==> src/design/assert_macros.svh <==
// ---------------------------------------------------------------------------
// Assertion macros
// Shared concurrent assertion forms, clocked on clock, off during reset.
// ---------------------------------------------------------------------------
`ifndef ASSERT_MACROS_SVH
`define ASSERT_MACROS_SVH

// cons must hold in the same cycle as ante
`define ASSERT_SAME(label, ante, cons) \
   label: assert property (@(posedge clock) disable iff (reset) (ante) |-> (cons)) \
      else $error("assertion failed: same-cycle implication");

// cons must hold in the cycle after ante
`define ASSERT_NEXT(label, ante, cons) \
   label: assert property (@(posedge clock) disable iff (reset) (ante) |=> (cons)) \
      else $error("assertion failed: next-cycle implication");

`endif

==> src/design/vrc_pkg.sv <==
// ---------------------------------------------------------------------------
// vrc_pkg
// Widths, register indexes and hue sector codes of the rainbow color unit.
// ---------------------------------------------------------------------------
package vrc_pkg;

   localparam int VALUE_WIDTH = 32;            // used bits of sample and bounds
   localparam int WORD_WIDTH  = 32;            // sample and csr data port width
   localparam int DIFF_W      = VALUE_WIDTH + 1;
   localparam int DEN_W       = VALUE_WIDTH + 2; // 3 * span
   localparam int NUM_W       = VALUE_WIDTH + 4; // 14 * rest
   localparam int FRAC_BITS   = 16;
   localparam int INT_BITS    = 3;
   localparam int QUOT_W      = INT_BITS + FRAC_BITS;
   localparam int CHAN_W      = 8;

   localparam logic [CHAN_W-1:0] FULL_CHANNEL = 8'd255;

   localparam int CSR_INDEX_W = 2;
   localparam logic [CSR_INDEX_W-1:0] CSR_RANGE_LOW  = 2'd0;
   localparam logic [CSR_INDEX_W-1:0] CSR_RANGE_HIGH = 2'd1;

   localparam logic [VALUE_WIDTH-1:0] RANGE_LOW_RESET  = VALUE_WIDTH'(0);
   localparam logic [VALUE_WIDTH-1:0] RANGE_HIGH_RESET = VALUE_WIDTH'(16711680);

   localparam logic [INT_BITS-1:0] SECTOR_RED_YELLOW   = 3'd0;
   localparam logic [INT_BITS-1:0] SECTOR_YELLOW_GREEN = 3'd1;
   localparam logic [INT_BITS-1:0] SECTOR_GREEN_CYAN   = 3'd2;
   localparam logic [INT_BITS-1:0] SECTOR_CYAN_BLUE    = 3'd3;
   localparam logic [INT_BITS-1:0] SECTOR_BLUE_VIOLET  = 3'd4;

   typedef logic [QUOT_W-1:0] hue_type;

   typedef struct packed {
      logic [CHAN_W-1:0] blue;
      logic [CHAN_W-1:0] green;
      logic [CHAN_W-1:0] red;
   } color_type;

   // low VALUE_WIDTH bits of a port word, sign-extended to difference width
   function automatic logic signed [DIFF_W-1:0] widen(input logic [WORD_WIDTH-1:0] w);
      logic [VALUE_WIDTH-1:0] v;
      v = VALUE_WIDTH'(w);
      return DIFF_W'(signed'(v));
   endfunction

   // (frac * 255 + half) >> FRAC_BITS, frac in 0..2^FRAC_BITS
   function automatic logic [CHAN_W-1:0] round_channel(input logic [FRAC_BITS:0] frac);
      logic [FRAC_BITS+CHAN_W:0] prod;
      prod = ((FRAC_BITS + CHAN_W + 1)'(frac) << CHAN_W) - (FRAC_BITS + CHAN_W + 1)'(frac)
             + ((FRAC_BITS + CHAN_W + 1)'(1) << (FRAC_BITS - 1));
      return prod[FRAC_BITS+CHAN_W-1:FRAC_BITS];
   endfunction

endpackage

==> src/design/value_to_rainbow_color_unit.sv <==
// ---------------------------------------------------------------------------
// value_to_rainbow_color_unit
// Maps a signed fixed-point sample to an RGB rainbow color between two bounds.
// ---------------------------------------------------------------------------
// Takes one Q16.16 sample word per clock unless halted and returns one 24-bit
// RGB word per sample, in order. range_high maps to red, range_low to violet
// (hue 280), samples outside the bounds clamp to the nearer end, and equal
// bounds give pure red. The long division of the hue resolves one quotient bit
// per pipeline stage over 19 stages; the whole pipeline moves together and
// halts only while a finished word waits on rsp_tready. The user must write the
// bounds through the csr port while the unit is idle; the unit does not enforce it.
`include "assert_macros.svh"

module value_to_rainbow_color_unit (
   input  logic                                clock,
   input  logic                                reset,
   input  logic                                req_tvalid,
   output logic                                req_tready,
   input  logic [vrc_pkg::WORD_WIDTH-1:0]      req_tdata,  // [31:0] sample_value
   output logic                                rsp_tvalid,
   input  logic                                rsp_tready,
   output logic [3*vrc_pkg::CHAN_W-1:0]        rsp_tdata,  // [7:0] red, [15:8] green,
                                                           // [23:16] blue
   input  logic                                csr_valid,
   output logic                                csr_ready,
   input  logic [vrc_pkg::CSR_INDEX_W-1:0]     csr_index,
   input  logic [vrc_pkg::WORD_WIDTH-1:0]      csr_data
);
   import vrc_pkg::*;

   logic [VALUE_WIDTH-1:0] range_low_ff, range_high_ff;
   logic                   advance;

   // stage 1: captured sample
   logic                          s1_valid_ff;
   logic [WORD_WIDTH-1:0]         s1_sample_ff;
   // stage 2: raw differences
   logic                          s2_valid_ff;
   logic signed [DIFF_W-1:0]      s2_num_ff, s2_den_ff;
   logic signed [DIFF_W-1:0]      s2_num_in, s2_den_in;
   // stage 3: span made positive
   logic                          s3_valid_ff;
   logic signed [DIFF_W-1:0]      s3_num_ff;
   logic [VALUE_WIDTH-1:0]        s3_den_ff;
   // stage 4: clamped distance from the red end
   logic                          s4_valid_ff;
   logic [VALUE_WIDTH-1:0]        s4_rest_ff, s4_den_ff;
   logic [VALUE_WIDTH-1:0]        s4_rest_in, s4_den_in;

   // divider: element 0 is the scaled operand stage, element k+1 follows step k
   logic                   div_valid_ff [0:QUOT_W];
   logic [NUM_W-1:0]       div_rem_ff   [0:QUOT_W];
   logic [DEN_W-1:0]       div_den_ff   [0:QUOT_W];
   hue_type                div_quot_ff  [0:QUOT_W];

   logic                   rsp_valid_ff;
   color_type              rsp_color_ff, rsp_color_in;

   assign advance    = !rsp_valid_ff || rsp_tready;
   assign req_tready = advance;
   assign csr_ready  = 1'b1;
   assign rsp_tvalid = rsp_valid_ff;
   assign rsp_tdata  = rsp_color_ff;

   // bound registers
   always_ff @(posedge clock) begin
      if (reset) begin
         range_low_ff  <= RANGE_LOW_RESET;
         range_high_ff <= RANGE_HIGH_RESET;
      end else if (csr_valid) begin
         case (csr_index)
            CSR_RANGE_LOW:  range_low_ff  <= VALUE_WIDTH'(csr_data);
            CSR_RANGE_HIGH: range_high_ff <= VALUE_WIDTH'(csr_data);
            default: ;
         endcase
      end
   end

   always_comb begin
      s2_num_in = widen(s1_sample_ff) - widen(WORD_WIDTH'(range_low_ff));
      s2_den_in = widen(WORD_WIDTH'(range_high_ff)) - widen(WORD_WIDTH'(range_low_ff));
   end

   // rest = span - distance, clamped; zero span forced to one so the divider sees 0/1
   always_comb begin
      logic signed [DIFF_W-1:0] den_s;
      den_s = signed'({1'b0, s3_den_ff});
      if (s3_den_ff == '0 || s3_num_ff >= den_s) begin
         s4_rest_in = '0;
      end else if (s3_num_ff <= 0) begin
         s4_rest_in = s3_den_ff;
      end else begin
         s4_rest_in = s3_den_ff - s3_num_ff[VALUE_WIDTH-1:0];
      end
      s4_den_in = (s3_den_ff == '0) ? VALUE_WIDTH'(1) : s3_den_ff;
   end

   always_ff @(posedge clock) begin
      if (reset) begin
         s1_valid_ff     <= 1'b0;
         s2_valid_ff     <= 1'b0;
         s3_valid_ff     <= 1'b0;
         s4_valid_ff     <= 1'b0;
         div_valid_ff[0] <= 1'b0;
      end else if (advance) begin
         s1_valid_ff     <= req_tvalid;
         s2_valid_ff     <= s1_valid_ff;
         s3_valid_ff     <= s2_valid_ff;
         s4_valid_ff     <= s3_valid_ff;
         div_valid_ff[0] <= s4_valid_ff;
      end
   end

   always_ff @(posedge clock) begin
      if (advance) begin
         s1_sample_ff <= req_tdata;
         s2_num_ff    <= s2_num_in;
         s2_den_ff    <= s2_den_in;
         if (s2_den_ff < 0) begin
            s3_num_ff <= -s2_num_ff;
            s3_den_ff <= VALUE_WIDTH'(-s2_den_ff);
         end else begin
            s3_num_ff <= s2_num_ff;
            s3_den_ff <= VALUE_WIDTH'(s2_den_ff);
         end
         s4_rest_ff <= s4_rest_in;
         s4_den_ff  <= s4_den_in;
         // hue/60 = rest*14 / (span*3)
         div_rem_ff[0]  <= (NUM_W'(s4_rest_ff) << 4) - (NUM_W'(s4_rest_ff) << 1);
         div_den_ff[0]  <= (DEN_W'(s4_den_ff) << 1) + DEN_W'(s4_den_ff);
         div_quot_ff[0] <= '0;
      end
   end

   // restoring division, one quotient bit per stage: three integer bits
   // against 4d, 2d, d, then fraction bits with the remainder doubled
   for (genvar k = 0; k < QUOT_W; k++) begin : g_div
      localparam int SHIFT = (k < INT_BITS) ? (INT_BITS - 1 - k) : 0;
      logic [NUM_W-1:0] trial_rem, trial_den, rem_in;
      logic             bit_in;

      always_comb begin
         if (k < INT_BITS) begin
            trial_rem = div_rem_ff[k];
         end else begin
            trial_rem = {div_rem_ff[k][NUM_W-2:0], 1'b0};
         end
         trial_den = NUM_W'(div_den_ff[k]) << SHIFT;
         bit_in    = (trial_rem >= trial_den);
         rem_in    = bit_in ? (trial_rem - trial_den) : trial_rem;
      end

      always_ff @(posedge clock) begin
         if (reset) begin
            div_valid_ff[k+1] <= 1'b0;
         end else if (advance) begin
            div_valid_ff[k+1] <= div_valid_ff[k];
         end
      end

      always_ff @(posedge clock) begin
         if (advance) begin
            div_rem_ff[k+1]  <= rem_in;
            div_den_ff[k+1]  <= div_den_ff[k];
            div_quot_ff[k+1] <= {div_quot_ff[k][QUOT_W-2:0], bit_in};
         end
      end
   end

   // sector and fraction to channels
   always_comb begin
      logic [INT_BITS-1:0]  sector;
      logic [FRAC_BITS-1:0] frac;
      logic [CHAN_W-1:0]    rise, fall;
      sector = div_quot_ff[QUOT_W][QUOT_W-1:FRAC_BITS];
      frac   = div_quot_ff[QUOT_W][FRAC_BITS-1:0];
      rise   = round_channel({1'b0, frac});
      fall   = round_channel(((FRAC_BITS + 1)'(1) << FRAC_BITS) - {1'b0, frac});
      case (sector)
         SECTOR_RED_YELLOW:   rsp_color_in = '{blue: '0, green: rise, red: FULL_CHANNEL};
         SECTOR_YELLOW_GREEN: rsp_color_in = '{blue: '0, green: FULL_CHANNEL, red: fall};
         SECTOR_GREEN_CYAN:   rsp_color_in = '{blue: rise, green: FULL_CHANNEL, red: '0};
         SECTOR_CYAN_BLUE:    rsp_color_in = '{blue: FULL_CHANNEL, green: fall, red: '0};
         default:             rsp_color_in = '{blue: FULL_CHANNEL, green: '0, red: rise};
      endcase
   end

   always_ff @(posedge clock) begin
      if (reset) begin
         rsp_valid_ff <= 1'b0;
      end else if (advance) begin
         rsp_valid_ff <= div_valid_ff[QUOT_W];
      end
   end

   always_ff @(posedge clock) begin
      if (advance) begin
         rsp_color_ff <= rsp_color_in;
      end
   end

   `ASSERT_SAME(a_rest_within_span, s4_valid_ff, s4_rest_ff <= s4_den_ff)
   `ASSERT_SAME(a_rem_below_divisor, div_valid_ff[QUOT_W], NUM_W'(div_den_ff[QUOT_W]) > div_rem_ff[QUOT_W])
   `ASSERT_SAME(a_hue_sector_range, div_valid_ff[QUOT_W], div_quot_ff[QUOT_W][QUOT_W-1:FRAC_BITS] <= SECTOR_BLUE_VIOLET)
   `ASSERT_NEXT(a_stall_holds_word, rsp_valid_ff && !rsp_tready, rsp_valid_ff && $stable(rsp_color_ff))

endmodule

==> config.mk <==
export PLATFORM = sky130hd
export DESIGN_NAME = value_to_rainbow_color_unit
export DESIGN_NICKNAME = d
export VERILOG_FILES = /design/src/design/vrc_pkg.sv /design/src/design/value_to_rainbow_color_unit.sv
export VERILOG_INCLUDE_DIRS = /design/src /design/src/design
export SDC_FILE = /design/constraint.sdc
export NUM_CORES = 2
export LEC_CHECK = 0
export ABC_AREA = 0
export BUFFER_PORTS_ARGS = -buffer_cell sky130_fd_sc_hd__clkbuf_2
export CORE_AREA = 2 2 448 450
export CTS_CLUSTER_DIAMETER = 100
export DETAILED_ROUTE_END_ITERATION = 8
export DIE_AREA = 0 0 450 452
export GPL_ROUTABILITY_DRIVEN = 1
export PLACE_DENSITY = 0.71
export SYNTH_ARGS = -nofsm -noshare
export SYNTH_HDL_FRONTEND = slang
export SYNTH_SLANG_ARGS = --single-unit
==> constraint.sdc <==
create_clock -name clock -period 164.7 [get_ports clock]
set_clock_uncertainty 0.1 [all_clocks]
set_input_delay 32.94 -clock clock [delete_from_list [all_inputs] [get_ports clock]]
set_output_delay 32.94 -clock clock [all_outputs]
set_load 0.01 [all_outputs]
==> results.md <==
- Status: finished clean
- WHS Endpoint: div_quot_ff[4][30]
- Clk_lat worst skew: 860 ps
- CP max-delay cell: inv_8
- Die height: 452 um
- HP Class: reg -> reg
- Maxcap violations: 0
- Commonest cells after routing, fill and taps aside: edfxtp_1 (1772), inv_1 (1037), ha_1 (885)
- Routed vias/inst: 5.850
- Wire length per cell: 19.39 um
- Number of enable flip-flop cells after synthesis: 1772
- # Post-CTS Setup Buffers: 0
- Share of Yosys cell area claimed by the top area cell type: 0.4892
- Crit Path Category: in -> out
- Antenna-violating nets left: 0
- Asr flop ratio synth: 0
- TritonCTS clock tree: yes
- Max-slew violations: 0
- H-tree levels: 4
- Total grt overflow: 0
- First-pass GRT wire length: 398.3 mm
- Critical path data arrival time: 34020 ps
- Hold Crit Depth: 0
- Biggest area consumer among synthesized cells: edfxtp_1
- Gpl congestion: 0.9408
- Post-Syn Area: 108800 um^2
- Fmax: 14.91 MHz
- Clock Sinks: 1841
- Syn avg cell area: 10.67 um^2
- Synth unique cells: 108
- Commonest non-fill, non-tap cell in the layout: edfxtp_1
- Tightest Pin Transition: 1155 ps
- Core ar.: 198600 um^2
- Seq/Total Area, Yosys: 0.5019
- Share of cells above drive strength 1: 0.07094
- Main flop type after synthesis: edfxtp_1
- Cts bufs inserted: 193
- IO Pins: 98
- Synth area leaders: edfxtp_1 (49%), ha_1 (10%), a21oi_1 (3.7%)
- Post-CTS Resized: 0
- P&R area growth vs syn: 8.937%
- Reg2Reg Setup Slack: 158710 ps
- Crit path top cell by count: clkbuf_2
- Starting Density: 0.5476
- Syn Nets: 11170
- Min-delay src: div_quot_ff[4][10]
- DRT Pass-1 Iters: 6
- GRT Overall Usage: 0.2452
- Clock Path Buffers: 3
- Initial antenna violation count: 7
- Final Hold Viols: 0
- Die X: 450 um
- Root buffer cell: clkbuf_16
- RSZ-0062 raised after global routing: no
- Syn. warnings: 0
- Rows: 164
- CTS Hold Bufs: 0
- Largest net degree at the start of global routing: 179
- DRC violations left: 0
- Full die area: 203400 um^2
- CP top delay family: buffers and inverters
- Worst Setup End Kind: output pin
- Setup TNS: 0 ps
- Reg-to-reg critical path endpoint: div_den_ff[9][8]
- Port-buffer cells: 96
- Max stage delay on crit path: 410 ps
- Detailed Route Iter0 Violations: 6579
- WHS: 293.0 ps
- Reg2Reg Depth: 8
- Max transition margin: 0.2303
- Startpoint Class: input port
- Yosys reg bits: 1841
- Vias in the first global route: 73230
- Worst path cell trace: clkbuf_2 -> nor2b_1 -> buf_4 -> inv_8 -> clkbuf_2
- Wirelength, routed: 254.4 mm
- Final period util: 0.4071
- Syn Inst Count: 10190
- Detailed Place HPWL: 193.3 mm
- Req. time, crit path: 131660 ps
- Vias after detailed routing: 76730
- Min Tclk post-route: 67060 ps
- Critical path origin: rsp_tready
- Setup violators final: 0
- Crit path buf inv count: 4
- Reg-to-reg critical path startpoint: rsp_tvalid
- Worst-path clk slew: 60 ps
- Crit-path max FO: 86
- Final #Nets: 11270
cell families after synthesis:
logic type               share of synthesized area
buffers and inverters                      0.04492
adder cells (fa/ha/maj)                     0.1059
XOR/XNOR                                   0.05707
AO/OA/AOI/OAI                               0.1582
AND/OR/NAND/NOR                             0.1112
flip-flops                                  0.5019
multiplexers                               0.02084
other                                   0.00003448
how the worst max path moves through the flow:
stage,to,slack [ps],cells past startpoint
6_report,req_tready,97640,5
2_1_floorplan,req_tready,64830,3
3_5_place_dp,req_tready,97570,5
5_1_grt,req_tready,97520,5
4_1_cts,req_tready,97570,5
3_3_place_gp,req_tready,97580,5
synthesized netlist by cell type, drive strengths merged, types with 68 or more instances:
cell    number
edfxtp    1772
inv       1039
ha         885
nand2      842
a21oi      815
o21ai      677
nor2       621
xnor2      450
a21o       351
xor2       257
mux2       180
clkbuf     167
nand3      166
nor3       164
o21a       121
nand2b     120
nor2b      113
o21bai      99
o31ai       92
nand4       89
a31oi       85
a211oi      84
and3        70
dfxtp       69
or3         68
layer usage:
metal	track usage	vias to the layer above	routed length, um
met2	0.4114	2323	120600
met3	0.03456	501	15410
li1	-	37370	-
met1	0.3253	36530	109300
met4	0.08751	4	8961
met5	0	-	27
layout make-up:
cell class	count	area, um^2
multi-input cells	7075	49390
well taps	2656	3323
fillers	16210	80150
clock buffers	219	4991
repair buffers	144	865.8
inverters	1039	3908
diodes	1	2.502
clock inverters	142	1409
flip-flops and latches	1841	54590
flip-flops by register name (all words and copies together), names as in the netlist:
signal	flops
rsp_tvalid	1
s3_num_ff	33
div_quot_ff	190
s2_den_ff	33
s2_num_ff	33
s1_valid_ff	1
s4_den_ff	32
s4_rest_ff	32
s1_sample_ff	32
range_low_ff	32
div_den_ff	646
rsp_tdata	24
s2_valid_ff	1
range_high_ff	32
s4_valid_ff	1
s3_valid_ff	1
div_valid_ff	20
s3_den_ff	32
div_rem_ff	665
through the flow:
stage / instances / util / worst slack, ps / instance area (um^2)
2_1_floorplan: 10190 / - / 64830 / 108800
3_3_place_gp: 12760 / 0.5643 / 97580 / 112100
3_5_place_dp: 12760 / 0.5643 / 97570 / 112100
4_1_cts: 13120 / 0.5965 / 97570 / 118500
5_1_grt: 13120 / 0.5965 / 97520 / 118500
6_report: 13120 / 0.5965 / 97640 / 118500
Power is not shown: default switching activity piles up to over one toggle a cycle in this logic, so the estimate is an artifact.
